<file path="config.mk">
export PLATFORM = sky130hd
export DESIGN_NAME = cpu_opcode_decoder
export DESIGN_NICKNAME = d
export VERILOG_FILES = /design/src/sv/cod_pkg.sv /design/src/sv/cpu_opcode_decoder.sv /design/src/sv/cod_decode.sv
export SDC_FILE = /design/constraint.sdc
export NUM_CORES = 1
export LEC_CHECK = 0
export BUFFER_PORTS_ARGS = -buffer_cell sky130_fd_sc_hd__clkbuf_2
export CAP_MARGIN = 5
export CORE_AREA = 2 2 73 75
export DETAILED_ROUTE_END_ITERATION = 10
export DIE_AREA = 0 0 75 77
export GPL_ROUTABILITY_DRIVEN = 0
export HOLD_SLACK_MARGIN = 0.1
export PLACE_DENSITY_LB_ADDON = 0.25
export SKIP_CTS_REPAIR_TIMING = 1
export SLEW_MARGIN = 20
export SYNTH_ARGS = -nofsm -noshare
export SYNTH_HDL_FRONTEND = slang
export SYNTH_HIERARCHICAL = 1
export SYNTH_SLANG_ARGS = --single-unit
export TNS_END_PERCENT = 1
</file>
<file path="constraint.sdc">
create_clock -name clk_i -period 1.91 [get_ports clk_i]
set_input_delay 0.0955 -clock clk_i [delete_from_list [all_inputs] [get_ports clk_i]]
set_output_delay 0.0955 -clock clk_i [all_outputs]
set_load 0.005 [all_outputs]
</file>
<file path="src/sv/cod_pkg.sv">
// Shared types and constants for the opcode decoder.
// Used by cod_decode, cpu_opcode_decoder and cod_checker; no dependencies.
`default_nettype none

package cod_pkg;

  // One input transfer: the opcode and the byte that follows it.
  typedef struct packed {
    logic [7:0] opcode;
    logic [7:0] next_byte;
  } cod_in_t;

  // One decoded record.
  typedef struct packed {
    logic       valid_res;
    logic [5:0] kind;
    logic [1:0] length;
    logic [3:0] target;
    logic [7:0] immediate;
    logic [2:0] bit_index;
    logic       prefixed;
  } cod_out_t;

  // Special opcodes.
  localparam logic [7:0] OP_PREFIX  = 8'hCB;
  localparam logic [7:0] OP_RLCA    = 8'h07;
  localparam logic [7:0] OP_RLA     = 8'h17;
  localparam logic [7:0] OP_SCF     = 8'h37;
  localparam logic [7:0] OP_RRCA    = 8'h0F;
  localparam logic [7:0] OP_RRA     = 8'h1F;
  localparam logic [7:0] OP_CPL     = 8'h2F;
  localparam logic [7:0] OP_CCF     = 8'h3F;
  localparam logic [7:0] OP_JR_NZ   = 8'h20;
  localparam logic [7:0] OP_JR_NC   = 8'h30;
  localparam logic [7:0] OP_JR      = 8'h18;
  localparam logic [7:0] OP_JR_Z    = 8'h28;
  localparam logic [7:0] OP_JR_C    = 8'h38;
  localparam logic [7:0] OP_JP_NZ   = 8'hC2;
  localparam logic [7:0] OP_JP_NC   = 8'hD2;
  localparam logic [7:0] OP_JP      = 8'hC3;
  localparam logic [7:0] OP_JP_Z    = 8'hCA;
  localparam logic [7:0] OP_JP_C    = 8'hDA;
  localparam logic [7:0] OP_JP_HL   = 8'hE9;

  // Low-nibble codes in the first quarter of the opcode map.
  localparam logic [3:0] LO_INC16   = 4'h3;
  localparam logic [3:0] LO_ADDHL   = 4'h9;
  localparam logic [3:0] LO_DEC16   = 4'hB;
  localparam logic [3:0] LO_INC_A   = 4'h4;
  localparam logic [3:0] LO_INC_B   = 4'hC;
  localparam logic [3:0] LO_DEC_A   = 4'h5;
  localparam logic [3:0] LO_DEC_B   = 4'hD;
  localparam logic [2:0] COL_IMM    = 3'd6;

  // Instruction kinds.
  localparam logic [5:0] K_INCDUP   = 6'd0;
  localparam logic [5:0] K_JRNZERO  = 6'd1;
  localparam logic [5:0] K_JRNCARRY = 6'd2;
  localparam logic [5:0] K_INC      = 6'd3;
  localparam logic [5:0] K_DEC      = 6'd4;
  localparam logic [5:0] K_RLCA     = 6'd5;
  localparam logic [5:0] K_RLA      = 6'd6;
  localparam logic [5:0] K_SCF      = 6'd7;
  localparam logic [5:0] K_JRALWAYS = 6'd8;
  localparam logic [5:0] K_JRZERO   = 6'd9;
  localparam logic [5:0] K_JRCARRY  = 6'd10;
  localparam logic [5:0] K_ADDHL    = 6'd11;
  localparam logic [5:0] K_DECDUP   = 6'd12;
  localparam logic [5:0] K_RRCA     = 6'd13;
  localparam logic [5:0] K_RRA      = 6'd14;
  localparam logic [5:0] K_CPL      = 6'd15;
  localparam logic [5:0] K_CCF      = 6'd16;
  localparam logic [5:0] K_ALU_BASE = 6'd17;
  localparam logic [5:0] K_JPNZERO  = 6'd25;
  localparam logic [5:0] K_JPNCARRY = 6'd26;
  localparam logic [5:0] K_JPALWAYS = 6'd27;
  localparam logic [5:0] K_JPZERO   = 6'd28;
  localparam logic [5:0] K_JPCARRY  = 6'd29;
  localparam logic [5:0] K_CB_BASE  = 6'd30;
  localparam logic [5:0] K_BIT      = 6'd38;

  // Register targets.
  localparam logic [3:0] T_BC   = 4'd8;
  localparam logic [3:0] T_DE   = 4'd9;
  localparam logic [3:0] T_HL   = 4'd6;
  localparam logic [3:0] T_SP   = 4'd10;
  localparam logic [3:0] T_IMM  = 4'd11;
  localparam logic [3:0] T_NONE = 4'd12;

  // Lengths in bytes.
  localparam logic [1:0] LEN_1 = 2'd1;
  localparam logic [1:0] LEN_2 = 2'd2;
  localparam logic [1:0] LEN_3 = 2'd3;

  // Register-pair target selected by opcode bits 5:4.
  function automatic logic [3:0] pair_target(input logic [1:0] pr);
    logic [3:0] t;
    case (pr)
      2'd0:    t = T_BC;
      2'd1:    t = T_DE;
      2'd2:    t = T_HL;
      default: t = T_SP;
    endcase
    return t;
  endfunction

endpackage

`default_nettype wire

</file>
<file path="src/sv/cpu_opcode_decoder.sv">
// Channel   Handshake            Payload
// command   start_i, busy_o      cmd_i  (cod_in_t: opcode, next_byte)
// result    done_o (strobe)      res_o  (cod_out_t: decoded record)
//
// A command is taken on every edge with start_i high; busy_o stays low.
// Each transfer yields one result via input register, decode and result register.
// Sustained rate is one command per cycle, set by the single decode pass between registers.
// The result is shown for one cycle only; the receiver cannot stall it.
// Reset clears both strobe registers; payload registers are not reset.
//
// Top level of the opcode decoder; depends on cod_pkg and cod_decode.
`default_nettype none

module cpu_opcode_decoder (
  input  logic              clk_i,
  input  logic              rst_ni,
  input  logic              start_i,
  output logic              busy_o,
  input  cod_pkg::cod_in_t  cmd_i,
  output logic              done_o,
  output cod_pkg::cod_out_t res_o
);
  import cod_pkg::*;

  logic     in_valid_q;
  logic     in_valid_d;
  cod_in_t  in_q;
  logic     out_valid_q;
  cod_out_t out_d;
  cod_out_t out_q;

  // The pipeline never fills up, so commands are always taken.
  assign busy_o     = 1'b0;
  assign in_valid_d = start_i && !busy_o;

  // Input and result register strobes.
  always_ff @(posedge clk_i or negedge rst_ni) begin
    if (!rst_ni) begin
      in_valid_q  <= 1'b0;
      out_valid_q <= 1'b0;
    end else begin
      in_valid_q  <= in_valid_d;
      out_valid_q <= in_valid_q;
    end
  end

  // Input payload captured on each accepted transfer.
  always_ff @(posedge clk_i) begin
    if (in_valid_d) begin
      in_q <= cmd_i;
    end
  end

  cod_decode u_decode (
    .cmd_i (in_q),
    .res_o (out_d)
  );

  // Result payload register.
  always_ff @(posedge clk_i) begin
    if (in_valid_q) begin
      out_q <= out_d;
    end
  end

  assign done_o = out_valid_q;
  assign res_o  = out_q;

endmodule

`default_nettype wire

</file>
<file path="src/sv/cod_decode.sv">
// Combinational decode of one registered opcode pair into a record.
// Depends on cod_pkg for the payload types and code constants.
`default_nettype none

module cod_decode (
  input  cod_pkg::cod_in_t  cmd_i,
  output cod_pkg::cod_out_t res_o
);
  import cod_pkg::*;

  logic [7:0] op;
  logic [7:0] nb;
  logic [3:0] row_tgt;

  assign op      = cmd_i.opcode;
  assign nb      = cmd_i.next_byte;
  assign row_tgt = {1'b0, op[5:3]};

  // Priority decode: prefix table, ALU register, ALU immediate, low block, singles.
  always_comb begin
    res_o = '{valid_res: 1'b0, kind: K_INCDUP, length: LEN_1, target: T_NONE,
              immediate: 8'd0, bit_index: 3'd0, prefixed: 1'b0};
    if (op == OP_PREFIX) begin
      res_o.valid_res = 1'b1;
      res_o.length    = LEN_2;
      res_o.target    = {1'b0, nb[2:0]};
      res_o.prefixed  = 1'b1;
      if (nb[7:6] == 2'd0) begin
        res_o.kind = K_CB_BASE + {3'd0, nb[5:3]};
      end else begin
        res_o.kind      = K_BIT + {4'd0, nb[7:6]} - 6'd1;
        res_o.bit_index = nb[5:3];
      end
    end else if (op inside {[8'h80:8'hBF]}) begin
      res_o.valid_res = 1'b1;
      res_o.kind      = K_ALU_BASE + {3'd0, op[5:3]};
      res_o.target    = {1'b0, op[2:0]};
    end else if (op[7:6] == 2'b11 && op[2:0] == COL_IMM) begin
      res_o.valid_res = 1'b1;
      res_o.kind      = K_ALU_BASE + {3'd0, op[5:3]};
      res_o.length    = LEN_2;
      res_o.target    = T_IMM;
      res_o.immediate = nb;
    end else if (op[7:6] == 2'b00 && (op[3:0] inside {LO_INC16, LO_ADDHL, LO_DEC16,
                 LO_INC_A, LO_INC_B, LO_DEC_A, LO_DEC_B})) begin
      res_o.valid_res = 1'b1;
      case (op[3:0])
        LO_INC16: begin
          res_o.kind   = K_INCDUP;
          res_o.target = pair_target(op[5:4]);
        end
        LO_ADDHL: begin
          res_o.kind   = K_ADDHL;
          res_o.target = pair_target(op[5:4]);
        end
        LO_DEC16: begin
          res_o.kind   = K_DECDUP;
          res_o.target = pair_target(op[5:4]);
        end
        LO_INC_A, LO_INC_B: begin
          res_o.kind   = K_INC;
          res_o.target = row_tgt;
        end
        default: begin
          res_o.kind   = K_DEC;
          res_o.target = row_tgt;
        end
      endcase
    end else begin
      res_o.valid_res = 1'b1;
      case (op)
        OP_RLCA:  res_o.kind = K_RLCA;
        OP_RLA:   res_o.kind = K_RLA;
        OP_SCF:   res_o.kind = K_SCF;
        OP_RRCA:  res_o.kind = K_RRCA;
        OP_RRA:   res_o.kind = K_RRA;
        OP_CPL:   res_o.kind = K_CPL;
        OP_CCF:   res_o.kind = K_CCF;
        OP_JR_NZ: begin
          res_o.kind   = K_JRNZERO;
          res_o.length = LEN_2;
        end
        OP_JR_NC: begin
          res_o.kind   = K_JRNCARRY;
          res_o.length = LEN_2;
        end
        OP_JR: begin
          res_o.kind   = K_JRALWAYS;
          res_o.length = LEN_2;
        end
        OP_JR_Z: begin
          res_o.kind   = K_JRZERO;
          res_o.length = LEN_2;
        end
        OP_JR_C: begin
          res_o.kind   = K_JRCARRY;
          res_o.length = LEN_2;
        end
        OP_JP_NZ: begin
          res_o.kind   = K_JPNZERO;
          res_o.length = LEN_3;
        end
        OP_JP_NC: begin
          res_o.kind   = K_JPNCARRY;
          res_o.length = LEN_3;
        end
        OP_JP: begin
          res_o.kind   = K_JPALWAYS;
          res_o.length = LEN_3;
        end
        OP_JP_Z: begin
          res_o.kind   = K_JPZERO;
          res_o.length = LEN_3;
        end
        OP_JP_C: begin
          res_o.kind   = K_JPCARRY;
          res_o.length = LEN_3;
        end
        OP_JP_HL: begin
          // Jump to HL is a single-byte instruction.
          res_o.kind   = K_JPALWAYS;
          res_o.target = T_HL;
        end
        default: res_o.valid_res = 1'b0;
      endcase
    end
  end

endmodule

`default_nettype wire

</file>
==> results of run 1 <==
[layout make-up]
class                   count  area share
inverters                   9      0.0118
well taps                  70      0.0305
repair buffers             86       0.201
flip-flops and latches     43       0.447
clock buffers               6      0.0253
clock inverters             2     0.00436
multi-input cells         119       0.280
[synthesized netlist by cell type (all sizes together) (4+ instances only)]
| master | number |
|---|---|
| a21oi | 10 |
| buf | 12 |
| edfxtp | 41 |
| ha | 4 |
| inv | 9 |
| nand2 | 12 |
| nand2b | 7 |
| nor2 | 13 |
| nor2b | 4 |
| nor3 | 15 |
| o21ai | 4 |
[worst min-delay path by stage]
stage,from,end,slack [ns],depth (start not counted)
CTS,rst_ni,done_o,-0.44,1
finish,rst_ni,done_o,0.11,2
global route,rst_ni,done_o,0.11,2
floorplan,rst_ni,done_o,-0.20,0
global placement,rst_ni,done_o,-0.12,1
detailed placement,rst_ni,done_o,-0.12,1
[per-stage QoR]
step / utilization / TNS (ns)
final: 0.576 / 0
after global routing: 0.576 / -0.0689
after CTS: 0.532 / 0
after detailed placement: 0.515 / 0
after global placement: 0.515 / 0
after floorplan: - / 0
[layout by cell type (no fill, tap or decap), types with 4 or more instances in the layout]
cell type      Yosys  layout
clkbuf_8           0       5
nor2_1            12      11
buf_4              3      25
o21ai_0            4       4
nor2b_1            4       4
nor3_1            15      14
ha_1               4       4
inv_1              8       8
nand2b_1           7       7
clkbuf_2           0      44
dlygate4sd3_1      0      17
a21oi_1           10      10
edfxtp_1          41      41
nand2_1           11      11
[power groups by stage]
stage	combinational, mW	sequential (mW)	clock (mW)
2_1_floorplan	0.198	1.18	0
3_3_place_gp	0.323	1.20	0
3_5_place_dp	0.325	1.20	0
4_1_cts	0.327	1.18	0.566
5_1_grt	0.411	1.19	0.615
6_report	0.372	1.17	0.561
[routing by layer]
metal | vias to the layer above | track usage | wire (um)
met2 | 63 | 0.268 | 2420
met3 | 4 | 0.0473 | 300
met5 | - | 0 | 0
met4 | 0 | 0.0429 | 38
met1 | 785 | 0.240 | 2120
li1 | 843 | - | -
[state kept, by name (all words and copies together), names as in the netlist]
| register | count |
|---|---|
| in_valid_q | 1 |
| res_o | 25 |
| done_o | 1 |
| in_q | 16 |
[logic make-up (layout without fill, tap and decap cells)]
family	Yosys count	count (layout)	share of synthesized area
buffers and inverters	23	103	0.0523
AND/OR/NAND/NOR	71	71	0.190
other	1	1	0.00172
AO/OA/AOI/OAI	38	38	0.123
multiplexers	3	3	0.0144
XOR/XNOR	2	2	0.00804
flip-flops	43	43	0.588
adder cells (fa/ha/maj)	4	4	0.0230
==> flow_summary.toml, run 1 <==
[placement]
placedCellCount = 306
port_buffers = 44
dp_hpwl_um = 3500
placed_area_um2 = 2560
place_ws_ns = 0.0461

[die]
die-area_um2 = 5780
initial_core_util = 0.438
die_height_um = 77
rows = 26
dieWidth_um = 75
ioPinCount = 46
core-area_um2 = 4980

[global_route]
grt_pass1_vias = 1553
grt_usage = 0.173
antenna_found_initial = 0
grt_pass1_wl_um = 7510
overflow = 0
grt_max_degree = 26

[power]
p_int_mw = 1.56
power.density_nw_per_um2 = 735
power_switching_mw = 0.546
sw_frac_of_total = 0.259
p_comb_frac = 0.176
power.total_mw = 2.11
vdd_drop_max_mv = 0.632
clkPwrFrac = 0.266
p_leak_nw = 1.14
p_seq_frac = 0.557

[critical_path]
worstPathRequired_ns = 1.97
cp_cell_sequence = "nor2b_1 > mux2_2 > a32oi_2 > a22oi_1 > a31o_1"
critPathLaunchType = "register"
arrival_ns = 1.91
r2r_end = "res_o[20]"
reg2reg_from = "in_q[11]"
r2r_setup_slack_ns = 0.06
end_kind = "register"
r2r_cells = 5
worstSetupPathDepth = 5
cpPeakStageDelay_ns = 0.55
crit_type = "reg2reg"
cp-endpoint = "res_o[20]"
crit_buf_inv = 0
cp_max_fo = 10
cpLargestDelayFamily = "flip-flops"
cp-startpoint = "in_q[11]"
slowest_stage = "edfxtp_1"

[timing]
hold_viol_final = 0
fin_skew_ns = 0.00825
fin_crit_sh = 0.971
setup_viol = 0
hold_ws_ns = 0.111
setup_slack_ns = 0.0555
period_needed_ns = 1.85
rsz0062_at_grt = "true"
drv_slew = 0
timing.fmax_mhz = 539

[clock_network]
htree_num_levels = 2
clk_pin_slew_ns = 0.08
clock_sinks = 43
numCtsBuffers = 5
worstSkewPairLatency_ns = 0.30
max-clock-path-buffers = 2
cts_root_buf = "clkbuf_8"
cts_tree = "done"

[synth]
yosys.area.top_type = "edfxtp_1"
synth_top_area_share = 0.565
synth_seq_cells = 43
synth.area.top_cells = "edfxtp_1, nor3_1, a21oi_1"
yosys_warnings = 6
synth.distinct_cells = 58
synthArstFlopShare = 0.0465
synth_edf_count = 41
netlist_area_um2 = 2180
seq_area_frac_synth = 0.588
syn_avg_cell_area_um2 = 11.8
syn_nets = 208
synthCells = 185
ys.flop_type = "edfxtp_1"

[routing]
drt_iter0_drc = 124
routed_via_density = 5.06
routed_wl_um = 4880
drc_errors = 0
drtPass1Iterations = 6
vias = 1695
ant_nets = 0
wire_per_inst_um = 14.6

[outcome]
status = "finished clean"

[layout]
syn_to_final_growth_pct = 31.7
seqCellArea_um2 = 1280
final_nets = 287
finish.instance_area_um2 = 2870
drive_gt1_frac = 0.343
stdcell_count = 335
nFillCells = 416
antennaDiodeCount = 0
multi_input_area_um2 = 803

[worst_hold_path]
min-delay-path-class = "in2async"

[run]
drv_cap = 0
(Power assumes the default switching activity.)
==> run 2, diff against run 1 <==
--- a/config.mk
+++ b/config.mk
@@ -5,6 +5,7 @@
 export SDC_FILE = /design/constraint.sdc
 export NUM_CORES = 1
 export LEC_CHECK = 0
+export ABC_AREA = 1
 export BUFFER_PORTS_ARGS = -buffer_cell sky130_fd_sc_hd__clkbuf_2
 export CAP_MARGIN = 5
 export CORE_AREA = 2 2 73 75
==> flow_summary.toml, run 2 <==
[clock_network]
cts_root_buf = "clkbuf_8"
clk_pin_slew_ns = 0.08
htree_num_levels = 2
worstSkewPairLatency_ns = 0.30
numCtsBuffers = 5
max-clock-path-buffers = 2
clock_sinks = 43
cts_tree = "done"

[timing]
setup_viol = 0
hold_ws_ns = 0.148
fin_skew_ns = 0.0142
fin_crit_sh = 0.917
drv_slew = 0
period_needed_ns = 1.75
timing.fmax_mhz = 571
setup_slack_ns = 0.159
hold_viol_final = 0

[die]
initial_core_util = 0.438
ioPinCount = 46
core-area_um2 = 4980
dieWidth_um = 75
die_height_um = 77
rows = 26
die-area_um2 = 5780

[worst_hold_path]
min-delay-path-class = "in2async"

[routing]
routed_wl_um = 4670
drc_errors = 0
routed_via_density = 4.79
drt_iter0_drc = 99
ant_nets = 0
wire_per_inst_um = 12.5
drtPass1Iterations = 4
vias = 1798

[synth]
synth.distinct_cells = 28
syn_avg_cell_area_um2 = 9.35
netlist_area_um2 = 2180
synth_seq_cells = 43
ys.flop_type = "edfxtp_1"
syn_nets = 256
synthArstFlopShare = 0.0465
synth.area.top_cells = "edfxtp_1, nand2_1, nor2_1"
yosys_warnings = 6
yosys.area.top_type = "edfxtp_1"
synthCells = 233
synth_top_area_share = 0.565
seq_area_frac_synth = 0.588
synthTopCellsByCount = "nand2_1, nor2_1, edfxtp_1, inv_1, nand3_1"
yosysMostFrequentCell = "nand2_1"
synth_edf_count = 41

[layout]
stdcell_count = 375
final_common_cell = "nand2_1"
finish.instance_area_um2 = 2820
syn_to_final_growth_pct = 29.5
layout_common_cells = "nand2_1, clkbuf_2, edfxtp_1, nor2_1, inv_1"
antennaDiodeCount = 0
final_nets = 327
drive_gt1_frac = 0.220
largest_reg_flops = 25

[critical_path]
cp_max_fo = 7
worstPathRequired_ns = 1.94
r2r_end = "res_o[16]"
reg2reg_from = "in_q[15]"
r2r_setup_slack_ns = 0.16
end_kind = "register"
cp-startpoint = "in_q[15]"
critPathLaunchType = "register"
crit_type = "reg2reg"
arrival_ns = 1.78
r2r_cells = 6

[power]
vdd_drop_max_mv = 0.858
power.density_nw_per_um2 = 809
p_leak_nw = 1.31
power.total_mw = 2.28

[global_route]
grt_pass1_vias = 1621
grt_pass1_wl_um = 7090
antenna_found_initial = 0
grt_max_degree = 26
grt_usage = 0.162
overflow = 0

[outcome]
status = "finished clean"

[placement]
place_ws_ns = 0.144
dp_hpwl_um = 3360
placedCellCount = 350
placed_area_um2 = 2510
port_buffers = 44

[run]
drv_cap = 0
-- run 2: changes by cell type after synthesis, sizes merged, moves of 3 or more --
cell and change:
nand2b -7, o21ai +4, a31oi -3, nand4 +4, inv +22, nor3 -9
nand2 +40, nand4b -3, nand3 +16, nor2b -4, nor2 +31, buf -10
-- run 2: cell families after synthesis --
logic type,Yosys count,share of synthesized area
buf+inv,34,0.0660
fa+ha+maj,4,0.0230
other cells,1,0.00172
compound gates,21,0.0545
simple gates,129,0.263
xor+xnor,1,0.00402
flops,43,0.588
-- run 2: cell type report --
cell class	count	area [um2]
Clock buffer	6	72.6
Sequential cell	43	1280
Timing Repair Buffer	67	435
Tap cell	70	87.6
Clock inverter	2	60.1
Multi-Input combinational cell	156	764
Inverter	31	121
Fill cell	447	2150
-- run 2: where the power goes --
group	switching, mW	total, mW	internal (mW)
Sequential	0.0348	1.15	1.12
Clock	0.297	0.819	0.523
Combinational	0.182	0.312	0.130
-- run 2: worst max-delay path by stage --
| stage | end | slack, ns | cells after the start |
|---|---|---|---|
| after CTS | res_o[16] | 0.13 | 6 |
| after detailed placement | res_o[16] | 0.14 | 6 |
| final | res_o[16] | 0.16 | 6 |
| after global placement | res_o[13] | 0.14 | 9 |
| after global routing | res_o[19] | -0.003 | 8 |
| after floorplan | res_o[16] | 0.40 | 6 |
-- run 2: critical path, stage by stage, from the launching register on --
cell      delay, ns
edfxtp_1       0.43
nor2_2         0.29
inv_1          0.17
nor3_1         0.35
nor2_1         0.06
o21ai_0        0.12
nor3_1         0.08
-- run 2: through the flow --
stage	setup TNS, ns	utilization
floorplan	0	-
global placement	0	0.504
detailed placement	0	0.504
CTS	0	0.531
global route	-0.00271	0.567
finish	0	0.567
-- run 2: layer usage --
metal  track usage  vias up  share of wire  wire (um)
li1              -      920              -          -
met5             0        -              0          0
met4        0.0661        0          0.012         57
met1         0.210      799           0.41       1940
met3        0.0657        8          0.080        372
met2         0.239       71           0.49       2300
